[config.mk]
export PLATFORM = sky130hd
export DESIGN_NAME = phase_masked_task_queue_core
export DESIGN_NICKNAME = d
export VERILOG_FILES = /design/src/design/pmtq_pkg.sv /design/src/design/pmtq_cell.sv /design/src/design/phase_masked_task_queue_core.sv
export SDC_FILE = /design/constraint.sdc
export NUM_CORES = 2
export LEC_CHECK = 0
export ABC_AREA = 1
export BUFFER_PORTS_ARGS = -buffer_cell sky130_fd_sc_hd__buf_2
export CORE_MARGIN = 4
export CORE_UTILIZATION = 65
export CTS_BUF_LIST = sky130_fd_sc_hd__clkbuf_4
export CTS_CLUSTER_SIZE = 12
export DETAILED_ROUTE_END_ITERATION = 10
export MAX_ROUTING_LAYER = met4
export PLACE_DENSITY = 0.82
export SETUP_SLACK_MARGIN = 0.1
export SYNTH_ARGS = -nofsm -noshare
export SYNTH_HDL_FRONTEND = slang
export SYNTH_SLANG_ARGS = --single-unit
[constraint.sdc]
create_clock -name clk -period 5.7 [get_ports clk]
set_input_delay 0.285 -clock clk [delete_from_list [all_inputs] [get_ports clk]]
set_output_delay 0.285 -clock clk [all_outputs]
set_load 0.05 [all_outputs]
[src/design/pmtq_pkg.sv]
`default_nettype none
package pmtq_pkg;

  localparam int PHASE_W   = 3;
  localparam int MASK_W    = 8;
  localparam int IN_TAG_W  = 32;
  localparam int OUT_TAG_W = 32;
  localparam int CNT_OUT_W = 6;
  localparam int CFG_W     = 32;
  localparam int CFG_AW    = 3;

  localparam logic OP_ENQ = 1'b0;
  localparam logic OP_DEQ = 1'b1;

  localparam logic REG_IDLE_PHASE = 1'b0;

  typedef struct packed {
    logic enq;
    logic rot;
    logic keep;
  } cell_ctrl_t;

endpackage
`default_nettype wire

[src/design/pmtq_cell.sv]
`default_nettype none
module pmtq_cell #(
  parameter int QUEUE_DEPTH = 32,
  parameter int TAG_BITS    = 32,
  parameter int IDX         = 0,
  localparam int CNT_W      = $clog2(QUEUE_DEPTH + 1)
) (
  input  logic                    clk,
  input  pmtq_pkg::cell_ctrl_t    ctrl,
  input  logic [CNT_W-1:0]        fill,
  input  logic [TAG_BITS-1:0]     in_tag,
  input  logic [pmtq_pkg::MASK_W-1:0] in_mask,
  input  logic [TAG_BITS-1:0]     nbr_tag,
  input  logic [pmtq_pkg::MASK_W-1:0] nbr_mask,
  input  logic [TAG_BITS-1:0]     head_tag,
  input  logic [pmtq_pkg::MASK_W-1:0] head_mask,
  output logic [TAG_BITS-1:0]     tag,
  output logic [pmtq_pkg::MASK_W-1:0] mask
);
  import pmtq_pkg::*;

  localparam logic [CNT_W-1:0] IDX_C  = CNT_W'(IDX);
  localparam logic [CNT_W:0]   IDX_P1 = (CNT_W + 1)'(IDX + 1);

  logic [TAG_BITS-1:0] tag_r;
  logic [MASK_W-1:0]   mask_r;
  logic                enq_here;
  logic                below_tail;
  logic                at_tail;

  assign enq_here   = ctrl.enq && (fill == IDX_C);
  assign below_tail = {1'b0, fill} > IDX_P1;
  assign at_tail    = {1'b0, fill} == IDX_P1;

  always_ff @(posedge clk) begin
    if (enq_here) begin
      tag_r  <= in_tag;
      mask_r <= in_mask;
    end else if (ctrl.rot && below_tail) begin
      tag_r  <= nbr_tag;
      mask_r <= nbr_mask;
    end else if (ctrl.rot && at_tail && ctrl.keep) begin
      tag_r  <= head_tag;
      mask_r <= head_mask;
    end
  end

  assign tag  = tag_r;
  assign mask = mask_r;

endmodule
`default_nettype wire

[src/design/phase_masked_task_queue_core.sv]
// phase-masked task queue, oldest-ready select
//
// input channel (in_valid / in_stall): one beat per command. opcode enqueue
// appends in_task_tag / in_task_phases at the tail, or flags dropped when the
// queue is full. opcode dequeue removes the oldest entry whose mask has the
// in_phase_now bit set, else the oldest with the idle_phase bit set.
// result channel (out_valid / out_stall): exactly one beat per command,
// carrying the pending count after the command.
// enqueue and dequeue of an empty queue: result registered in the output
// register on acceptance. dequeue of a non-empty queue: the entries are
// rotated through the head cell one per cycle, in at most two passes, and
// the result then waits in ST_DONE until the output register is free.
// a new command can be taken in the cycle after a result is registered,
// when out_stall is low and that result leaves the output register.
// out_stall holds the result register; in_stall rises while a command is in
// work or while a result is held and cannot yet be replaced.
// reset empties the queue, clears idle_phase and the output valid.
// idle_phase is written through the cfg_ apb port at byte addresses 0 to 3.
`default_nettype none
module phase_masked_task_queue_core #(
  parameter int QUEUE_DEPTH = 32,
  parameter int TAG_BITS    = 32
) (
  input  logic                               clk,
  input  logic                               rst_n,
  input  logic                               in_valid,
  output logic                               in_stall,
  input  logic                               in_opcode,
  input  logic [pmtq_pkg::IN_TAG_W-1:0]      in_task_tag,
  input  logic [pmtq_pkg::MASK_W-1:0]        in_task_phases,
  input  logic [pmtq_pkg::PHASE_W-1:0]       in_phase_now,
  output logic                               out_valid,
  input  logic                               out_stall,
  output logic                               out_found,
  output logic                               out_via_fallback,
  output logic [pmtq_pkg::OUT_TAG_W-1:0]     out_task_out,
  output logic [pmtq_pkg::MASK_W-1:0]        out_phases_out,
  output logic                               out_dropped,
  output logic [pmtq_pkg::CNT_OUT_W-1:0]     out_pending_count,
  input  logic                               cfg_psel,
  input  logic                               cfg_penable,
  input  logic                               cfg_pwrite,
  input  logic [pmtq_pkg::CFG_AW-1:0]        cfg_paddr,
  input  logic [pmtq_pkg::CFG_W-1:0]         cfg_pwdata,
  output logic [pmtq_pkg::CFG_W-1:0]         cfg_prdata,
  output logic                               cfg_pready
);
  import pmtq_pkg::*;

  localparam int CNT_W = $clog2(QUEUE_DEPTH + 1);
  localparam logic [CNT_W-1:0] DEPTH_C = CNT_W'(QUEUE_DEPTH);
  localparam logic [CNT_W-1:0] ONE_C   = CNT_W'(1);

  typedef enum logic [1:0] {ST_IDLE, ST_SCAN, ST_DONE} state_t;

  state_t               state_r;
  logic [CNT_W-1:0]     fill_r;
  logic [CNT_W-1:0]     cnt_r;
  logic                 pass_r;
  logic                 removed_r;
  logic [PHASE_W-1:0]   phase_r;
  logic [PHASE_W-1:0]   idle_phase_r;
  logic                 res_found_r;
  logic                 res_via_r;
  logic [OUT_TAG_W-1:0] res_tag_r;
  logic [MASK_W-1:0]    res_mask_r;
  logic                 out_valid_r;
  logic                 out_found_r;
  logic                 out_via_r;
  logic [OUT_TAG_W-1:0] out_tag_r;
  logic [MASK_W-1:0]    out_mask_r;
  logic                 out_dropped_r;
  logic [CNT_OUT_W-1:0] out_pending_r;

  logic [TAG_BITS-1:0]  cell_tag  [QUEUE_DEPTH+1];
  logic [MASK_W-1:0]    cell_mask [QUEUE_DEPTH+1];
  logic [TAG_BITS-1:0]  in_tag_st;
  logic [63:0]          in_tag_ext;
  logic [63:0]          head_tag_ext;
  cell_ctrl_t           ctrl;
  logic                 out_free;
  logic                 out_load;
  logic                 in_acc;
  logic                 cfg_wr;
  logic                 full;
  logic [PHASE_W-1:0]   sel_phase;
  logic                 hit;
  logic [CNT_W-1:0]     fill_inc;

  assign out_free   = !out_valid_r || !out_stall;
  assign in_stall   = (state_r != ST_IDLE) || !out_free;
  assign in_acc     = in_valid && !in_stall;
  assign cfg_wr     = cfg_psel && cfg_penable && cfg_pwrite && cfg_pready;
  assign cfg_pready = 1'b1;
  assign cfg_prdata = (cfg_paddr[2] == REG_IDLE_PHASE) ? CFG_W'(idle_phase_r) : '0;

  assign out_load   = (in_acc && ((in_opcode == OP_ENQ) || (fill_r == '0))) ||
                      ((state_r == ST_DONE) && out_free);

  assign full       = fill_r == DEPTH_C;
  assign fill_inc   = fill_r + 1'b1;
  assign sel_phase  = pass_r ? idle_phase_r : phase_r;
  assign hit        = (state_r == ST_SCAN) && !removed_r && cell_mask[0][sel_phase];

  assign in_tag_ext   = 64'(in_task_tag);
  assign in_tag_st    = in_tag_ext[TAG_BITS-1:0];
  assign head_tag_ext = 64'(cell_tag[0]);

  assign ctrl.enq  = in_acc && (in_opcode == OP_ENQ) && !full;
  assign ctrl.rot  = state_r == ST_SCAN;
  assign ctrl.keep = !hit;

  assign cell_tag[QUEUE_DEPTH]  = '0;
  assign cell_mask[QUEUE_DEPTH] = '0;

  for (genvar i = 0; i < QUEUE_DEPTH; i++) begin : g_cell
    pmtq_cell #(
      .QUEUE_DEPTH(QUEUE_DEPTH),
      .TAG_BITS   (TAG_BITS),
      .IDX        (i)
    ) u_cell (
      .clk      (clk),
      .ctrl     (ctrl),
      .fill     (fill_r),
      .in_tag   (in_tag_st),
      .in_mask  (in_task_phases),
      .nbr_tag  (cell_tag[i+1]),
      .nbr_mask (cell_mask[i+1]),
      .head_tag (cell_tag[0]),
      .head_mask(cell_mask[0]),
      .tag      (cell_tag[i]),
      .mask     (cell_mask[i])
    );
  end

  always_ff @(posedge clk) begin
    if (!rst_n) begin
      state_r      <= ST_IDLE;
      fill_r       <= '0;
      cnt_r        <= '0;
      pass_r       <= 1'b0;
      removed_r    <= 1'b0;
      idle_phase_r <= '0;
      out_valid_r  <= 1'b0;
    end else begin
      if (cfg_wr && (cfg_paddr[2] == REG_IDLE_PHASE)) begin
        idle_phase_r <= cfg_pwdata[PHASE_W-1:0];
      end
      if (out_load) begin
        out_valid_r <= 1'b1;
      end else if (out_valid_r && !out_stall) begin
        out_valid_r <= 1'b0;
      end
      case (state_r)
        ST_IDLE: begin
          if (in_acc) begin
            if (in_opcode == OP_ENQ) begin
              out_found_r   <= 1'b0;
              out_via_r     <= 1'b0;
              out_tag_r     <= '0;
              out_mask_r    <= '0;
              out_dropped_r <= full;
              out_pending_r <= full ? CNT_OUT_W'(fill_r) : CNT_OUT_W'(fill_inc);
              if (!full) begin
                fill_r <= fill_inc;
              end
            end else if (fill_r == '0) begin
              out_found_r   <= 1'b0;
              out_via_r     <= 1'b0;
              out_tag_r     <= '0;
              out_mask_r    <= '0;
              out_dropped_r <= 1'b0;
              out_pending_r <= '0;
            end else begin
              state_r     <= ST_SCAN;
              cnt_r       <= fill_r;
              pass_r      <= 1'b0;
              removed_r   <= 1'b0;
              phase_r     <= in_phase_now;
              res_found_r <= 1'b0;
              res_via_r   <= 1'b0;
              res_tag_r   <= '0;
              res_mask_r  <= '0;
            end
          end
        end
        ST_SCAN: begin
          if (hit) begin
            removed_r   <= 1'b1;
            fill_r      <= fill_r - 1'b1;
            res_found_r <= 1'b1;
            res_via_r   <= pass_r;
            res_tag_r   <= head_tag_ext[OUT_TAG_W-1:0];
            res_mask_r  <= cell_mask[0];
          end
          if (cnt_r == ONE_C) begin
            if (hit || removed_r) begin
              state_r <= ST_DONE;
            end else if (!pass_r && (idle_phase_r != phase_r)) begin
              pass_r <= 1'b1;
              cnt_r  <= fill_r;
            end else begin
              state_r <= ST_DONE;
            end
          end else begin
            cnt_r <= cnt_r - 1'b1;
          end
        end
        ST_DONE: begin
          if (out_free) begin
            out_found_r   <= res_found_r;
            out_via_r     <= res_via_r;
            out_tag_r     <= res_tag_r;
            out_mask_r    <= res_mask_r;
            out_dropped_r <= 1'b0;
            out_pending_r <= CNT_OUT_W'(fill_r);
            state_r       <= ST_IDLE;
          end
        end
        default: begin
          state_r <= ST_IDLE;
        end
      endcase
    end
  end

  assign out_valid         = out_valid_r;
  assign out_found         = out_found_r;
  assign out_via_fallback  = out_via_r;
  assign out_task_out      = out_tag_r;
  assign out_phases_out    = out_mask_r;
  assign out_dropped       = out_dropped_r;
  assign out_pending_count = out_pending_r;

  a_fill_bound: assert property (@(posedge clk) disable iff (!rst_n)
    fill_r <= DEPTH_C)
    else $error("queue fill above depth");

  a_enq_grows: assert property (@(posedge clk) disable iff (!rst_n)
    (in_acc && (in_opcode == OP_ENQ) && !full) |=> (fill_r == $past(fill_inc)))
    else $error("enqueue did not grow the queue");

  a_found_not_dropped: assert property (@(posedge clk) disable iff (!rst_n)
    out_valid_r |-> !(out_found_r && out_dropped_r))
    else $error("result both found and dropped");

  a_scan_once: assert property (@(posedge clk) disable iff (!rst_n)
    (state_r == ST_SCAN && removed_r) |-> !hit)
    else $error("second removal in one dequeue");

endmodule
`default_nettype wire
# Word level (Yosys, flattened, before mapping)
# Index checks and enable logic that the tools add are counted.
# op_classes
add_sub_neg	3
magnitude_cmp	33
n_eq_ne	49
mux	263
n_bitwise	3
n_reduce_logical	197
# ops
cell	count
$mux W32	103
$mux W8	103
$logic_and A1 B1 Y1	138
$pmux W32 S2	2
$eq A6 B5 Y1 const B	16
$gt A6 B5 Y1 const B	16
$reduce_bool A3 Y1	31
$mux W6	14
$eq A6 B4 Y1 const B	8
$gt A6 B4 Y1 const B	8
$pmux W6 S2	3
$pmux W8 S2	2
$eq A6 B3 Y1 const B	4
$gt A6 B3 Y1 const B	4
$mux W1	19
$ne A2 B2 Y1 const B	9
$reduce_and A6 Y1	3
$reduce_and A5 Y1	3
$mux W2	7
$eq A6 B1 Y1 const B	2
$eq A6 B2 Y1 const B	2
$gt A6 B2 Y1 const B	2
$ne A3 B3 Y1 const B	4
$pmux W1 S2	6
20 further kinds	39
# totals
reg_bits	1394
inputBits	86
output_inout_bits	84

# Longest topological paths before layout
# depth
ltp_word	10
depth_mapped	13

# Hierarchy
# A second synthesis with hierarchy kept.
# hier_totals
hier_cells	11976
hier_area_um2	90566.9
# by_module_without_submodules
module	instances	cells_per_inst	area_per_inst_um2
phase_masked_task_queue_core	1	550	5317.6
pmtq_cell (g_cell[6].u_cell ...)	2	363	2653.8
pmtq_cell (g_cell[5].u_cell)	1	362	3313.2
pmtq_cell (g_cell[19].u_cell)	1	361	3295.7
pmtq_cell (g_cell[7].u_cell)	1	356	3275.6
pmtq_cell (g_cell[22].u_cell)	1	363	2845.2
pmtq_cell (g_cell[12].u_cell)	1	362	2680.1
pmtq_cell (g_cell[10].u_cell)	1	362	2650.0
pmtq_cell (g_cell[27].u_cell)	1	358	2647.5
pmtq_cell (g_cell[24].u_cell)	1	364	2641.3
pmtq_cell (g_cell[17].u_cell)	1	362	2630.0
pmtq_cell (g_cell[28].u_cell)	1	356	2626.3
pmtq_cell (g_cell[21].u_cell)	1	365	2620.0
pmtq_cell (g_cell[13].u_cell)	1	358	2612.5
+18 rows	-	-	-

# Worst setup path after synthesis
# No wires, ideal clock.
# synth_timing
kind	register to register
from	register fill_r[0]
to	register g_cell[0].u_cell.mask_r[0] (enable)
setup_time_ns	0.493
t_arrival_ns	3.978
path_slack_ns	1.229
path_stages_with_launch	6
path_buffers	0
synth_period_minus_slack_ns	4.471
path_cell_list	dfxtp_1 -> clkinv_1 -> ha_1 -> inv_1 -> a21oi_1 -> o21ai_0
# synth_via
elab_chain_len	5
# synth_rtl
element	line	rtl
start: declaration	phase_masked_task_queue_core.sv:57	logic [CNT_W-1:0] fill_r;
start signal: assignment	phase_masked_task_queue_core.sv:165	fill_r <= fill_inc;
start signal: assignment	phase_masked_task_queue_core.sv:190	fill_r <= fill_r - 1'b1;
parallel branches: the longest is 4 deep, another holds $gt A6 B1 Y1	-	
$reduce_bool A2 Y1 (no source line) *	-	
end signal: assignment	pmtq_cell.sv:38	mask_r <= in_mask;
end signal: assignment	pmtq_cell.sv:41	mask_r <= nbr_mask;
end signal: assignment	pmtq_cell.sv:44	mask_r <= head_mask;
end: declaration	pmtq_cell.sv:26	logic [MASK_W-1:0] mask_r;
# Mark *: on every way between the ends.
# A chain may end at the register's enable or synchronous reset.

# Worst setup path after layout
# layout_timing
from	register fill_r[1]
to	register g_cell[26].u_cell.tag_r[21] (enable)
# layout_via
elab_chain_len	5
# layout_rtl
element	line	rtl
parallel branches: the longest is 4 deep, another holds $gt A6 B5 Y1	-	
$reduce_bool A3 Y1 (no source line) *	-	
end signal: assignment	pmtq_cell.sv:37	tag_r <= in_tag;
end signal: assignment	pmtq_cell.sv:40	tag_r <= nbr_tag;
end signal: assignment	pmtq_cell.sv:43	tag_r <= head_tag;
end: declaration	pmtq_cell.sv:25	logic [TAG_BITS-1:0] tag_r;
# Marks and branches as above.

==> impl_metrics.py <==
metrics = {
    "status": {
        "status": "completed",
    },
    "floorplanning": {
        "dieArea_um2": 110000,
        "rows": 118,
        "chipHeight_um": 332,
        "pin_count": 170,
        "coreArea_um2": 104000,
        "die_w_um": 332,
        "start_util_pct": 65.7,
    },
    "synth": {
        "synth_edf_count": 1374,
        "ys_types": 47,
        "avgSynthCellArea_um2": 10.3,
        "netlist_area_um2": 68300,
        "ys_seq_area_share_pct": 61.0,
        "ys_warn_count": 0,
        "dominantRegCellSynth": "edfxtp_1",
        "async_flop_share_pct": 0,
        "synth-seq-cells": 1394,
        "postSynthCellCount": 6610,
    },
    "pwr": {
        "seq_power_share_pct": 43.2,
        "power_density_nw_per_um2": 461,
        "power_frac_comb_pct": 32.4,
        "pwr-share-clk_pct": 24.4,
        "power.share.switching_pct": 34.8,
        "internal_power_mw": 22.3,
        "p_switching_mw": 11.9,
        "peakVddDrop_mv": 0.460,
        "leakagePower_nw": 27.0,
    },
    "sta": {
        "min_period_over_period_pct": 80.3,
        "rsz0062_at_grt": "false",
        "finalWorstPathRequiredPeriod_ns": 4.58,
        "fin_skew_ns": 0.110,
        "relSlewSlack_pct": 12.3,
        "finalSetupViolCount": 0,
        "hold_viol": 0,
        "finalMaxSlewViolations": 0,
        "worstMarginPinSlew_ns": 1.31,
        "finalSetupTns_ns": 0,
        "fmax_ghz": 0.218,
        "fin_ws_ns": 1.12,
    },
    "routing": {
        "wl_mm": 180,
        "wl_per_cell_um": 22.0,
        "vias_per_cell": 6.74,
        "vias": 55200,
        "dr.pass1.iters": 10,
        "drt_iter0_drc": 6770,
        "remaining_drc_errors": 0,
        "drtAntennaViolNets": 0,
    },
    "clock_tree": {
        "clk_latency_ns": 1.24,
        "cts_tree": "done",
        "clk_pin_slew_ns": 0.08,
        "cts_made_buffers": 369,
        "clock_sinks": 1394,
        "root_buffer": "clkbuf_4",
        "cts.path.max_buffers": 4,
        "ctsResizeCount": 0,
        "ctsHtreeMaxLevel": 5,
    },
    "critical_path": {
        "path_buf_inv": 5,
        "crit_fanout": 81,
        "endpoint_kind": "register",
        "critical_path_class": "register to register",
        "worst_path_most_repeated_cell": "buf_4",
        "path_delay_family": "buffers and inverters",
        "crit_chain": "inv_1, ha_1, inv_1, nor4_4, nor2_4, buf_4, nand2_2, buf_4, nand3_2, buf_4",
        "arrival_ns": 5.37,
        "max_stage_delay_ns": 0.72,
        "required_ns": 6.49,
        "cp-start-kind": "register",
        "cp_slowest_cell": "dfxtp_1",
    },
    "cells_and_area": {
        "fin_area_um2": 74000,
        "syn2layout_area_growth_pct": 8.41,
        "stdcell_count": 8186,
        "drive_above_1_share_pct": 13.5,
        "fin_nets": 6664,
    },
    "global_route": {
        "grt_antenna_before_repair": 7,
        "grt_pass1_wl_mm": 288,
        "grt_max_degree": 83,
        "grt-ovfl-total": 0,
        "grt.total_usage_pct": 32.9,
        "grt_pass1_vias": 54500,
    },
    "placement": {
        "dp_cells": 7469,
        "place_ws_ns": 1.39,
        "io_buffers": 108,
        "gp_congestion": 0.908,
        "dp.final_hpwl_mm": 104,
        "place_area_um2": 68600,
    },
    "worst_hold_path": {
        "min-delay-path-class": "primary input to register",
    },
    "job": {
        "drv_cap": 0,
    },
}
layer usage:
| metal | wire [um] | GRT usage (%) |
|---|---|---|
| met4 | 8270 | 16.2 |
| met1 | 65200 | 40.1 |
| met2 | 87500 | 53.5 |
| met5 | 0 | - |
| met3 | 19000 | 6.04 |
layout make-up:
type	count	area, um^2
diodes	14	35.0
clock buffers	522	3920
clock inverters	70	354
fillers	6989	29900
inverters	189	709
multi-input cells	4254	22900
flip-flops and latches	1394	41700
well taps	1380	1730
repair buffers	363	2780
state kept, by name, summed over array words and instances (netlist names):
| register | cells |
|---|---|
| cnt_r | 6 |
| out_phases_out | 8 |
| res_mask_r | 8 |
| fill_r | 6 |
| out_valid | 1 |
| out_dropped | 1 |
| out_found | 1 |
| out_task_out | 32 |
| out_pending_count | 6 |
| idle_phase_r | 3 |
| g_cell.u_cell.tag | 1024 |
| phase_r | 3 |
| pass_r | 1 |
| res_tag_r | 32 |
| res_found_r | 1 |
| state_r | 2 |
| out_via_fallback | 1 |
| removed_r | 1 |
| res_via_r | 1 |
| g_cell.u_cell.mask | 256 |
synthesized netlist by cell type (20+ instances only):
library cell     n  area share (%)
buf_4           39            0.43
edfxtp_1      1374              60
o211ai_1      1138              13
clkbuf_1       514             2.8
dfxtp_1         20            0.59
inv_2           22            0.12
o21ai_0       1222             9.0
nand2_1       1353             7.4
nand3_1         59            0.43
nand2_2         26            0.24
o22ai_1         67            0.61
inv_1          164            0.90
nor2_1         185             1.0
o21ai_1         90            0.66
a21oi_1         22            0.16
buf_2          223             1.6
power groups by stage:
stage	registers, mW	clock network (mW)	logic, mW
detailed placement	14.9	0	10.6
global route	14.9	8.96	12.3
CTS	14.7	8.37	10.8
global placement	14.9	0	9.90
floorplan	15.0	0	7.89
finish	14.8	8.34	11.1
metrics by stage:
step           hold slack, ns  util, %  total power, mW
2_1_floorplan           0.384        -             22.9
3_3_place_gp            0.463     66.0             24.8
3_5_place_dp            0.463     66.0             25.6
4_1_cts               0.00323     71.2             33.9
5_1_grt                 0.102     71.2             36.1
6_report                0.114     71.2             34.2
tightest hold or removal path: cells and delay by family:
kind / cells / cell delay [ns]
compound gates: 1 / 0.09
simple gates: 2 / 0.09
buf+inv: 3 / 0.78
layout by cell type (no fill, tap or decap), types with 38 or more instances in the layout:
master / Yosys / layout
buf_4: 39 / 140
o21ai_0: 1222 / 1221
o22ai_1: 67 / 67
dlygate4sd3_1: 0 / 111
nor2_1: 185 / 184
nand2_1: 1353 / 1341
inv_1: 164 / 163
buf_2: 223 / 108
clkbuf_4: 0 / 522
edfxtp_1: 1374 / 1374
clkinv_1: 3 / 58
o211ai_1: 1138 / 1138
nand2_2: 26 / 38
o21ai_1: 90 / 89
kinds of logic after synthesis:
family | count (synthesis) | synth area share [%]
AO/OA/AOI/OAI | 2557 | 23.2
XOR/XNOR | 9 | 0.115
adder cells (fa/ha/maj) | 7 | 0.128
buffers and inverters | 990 | 6.12
flip-flops | 1394 | 61.0
other | 2 | 0.0110
AND/OR/NAND/NOR | 1651 | 9.47
what timing repair did:
item	in CTS	in global routing
endpoints found under the hold margin	800	0
buffers inserted	0	0
hold buffers	111	0
final timing paths:
path | from | to | slack [ns] | cells past startpoint
worst min register to register | g_cell[15].u_cell.mask[5]$_DFFE_PP_ | g_cell[14].u_cell.mask[5]$_DFFE_PP_ | 0.51 | 2
worst max-delay path | fill_r[1]$_SDFFE_PN0P_ | g_cell[26].u_cell.tag[21]$_DFFE_PP_ | 1.12 | 10
worst min-delay path | cfg_penable | idle_phase_r[1]$_SDFFE_PN0P_ | 0.11 | 6
worst max register to register | fill_r[1]$_SDFFE_PN0P_ | g_cell[26].u_cell.tag[21]$_DFFE_PP_ | 1.12 | 10
Note: power is estimated with default switching activity, not from simulation.
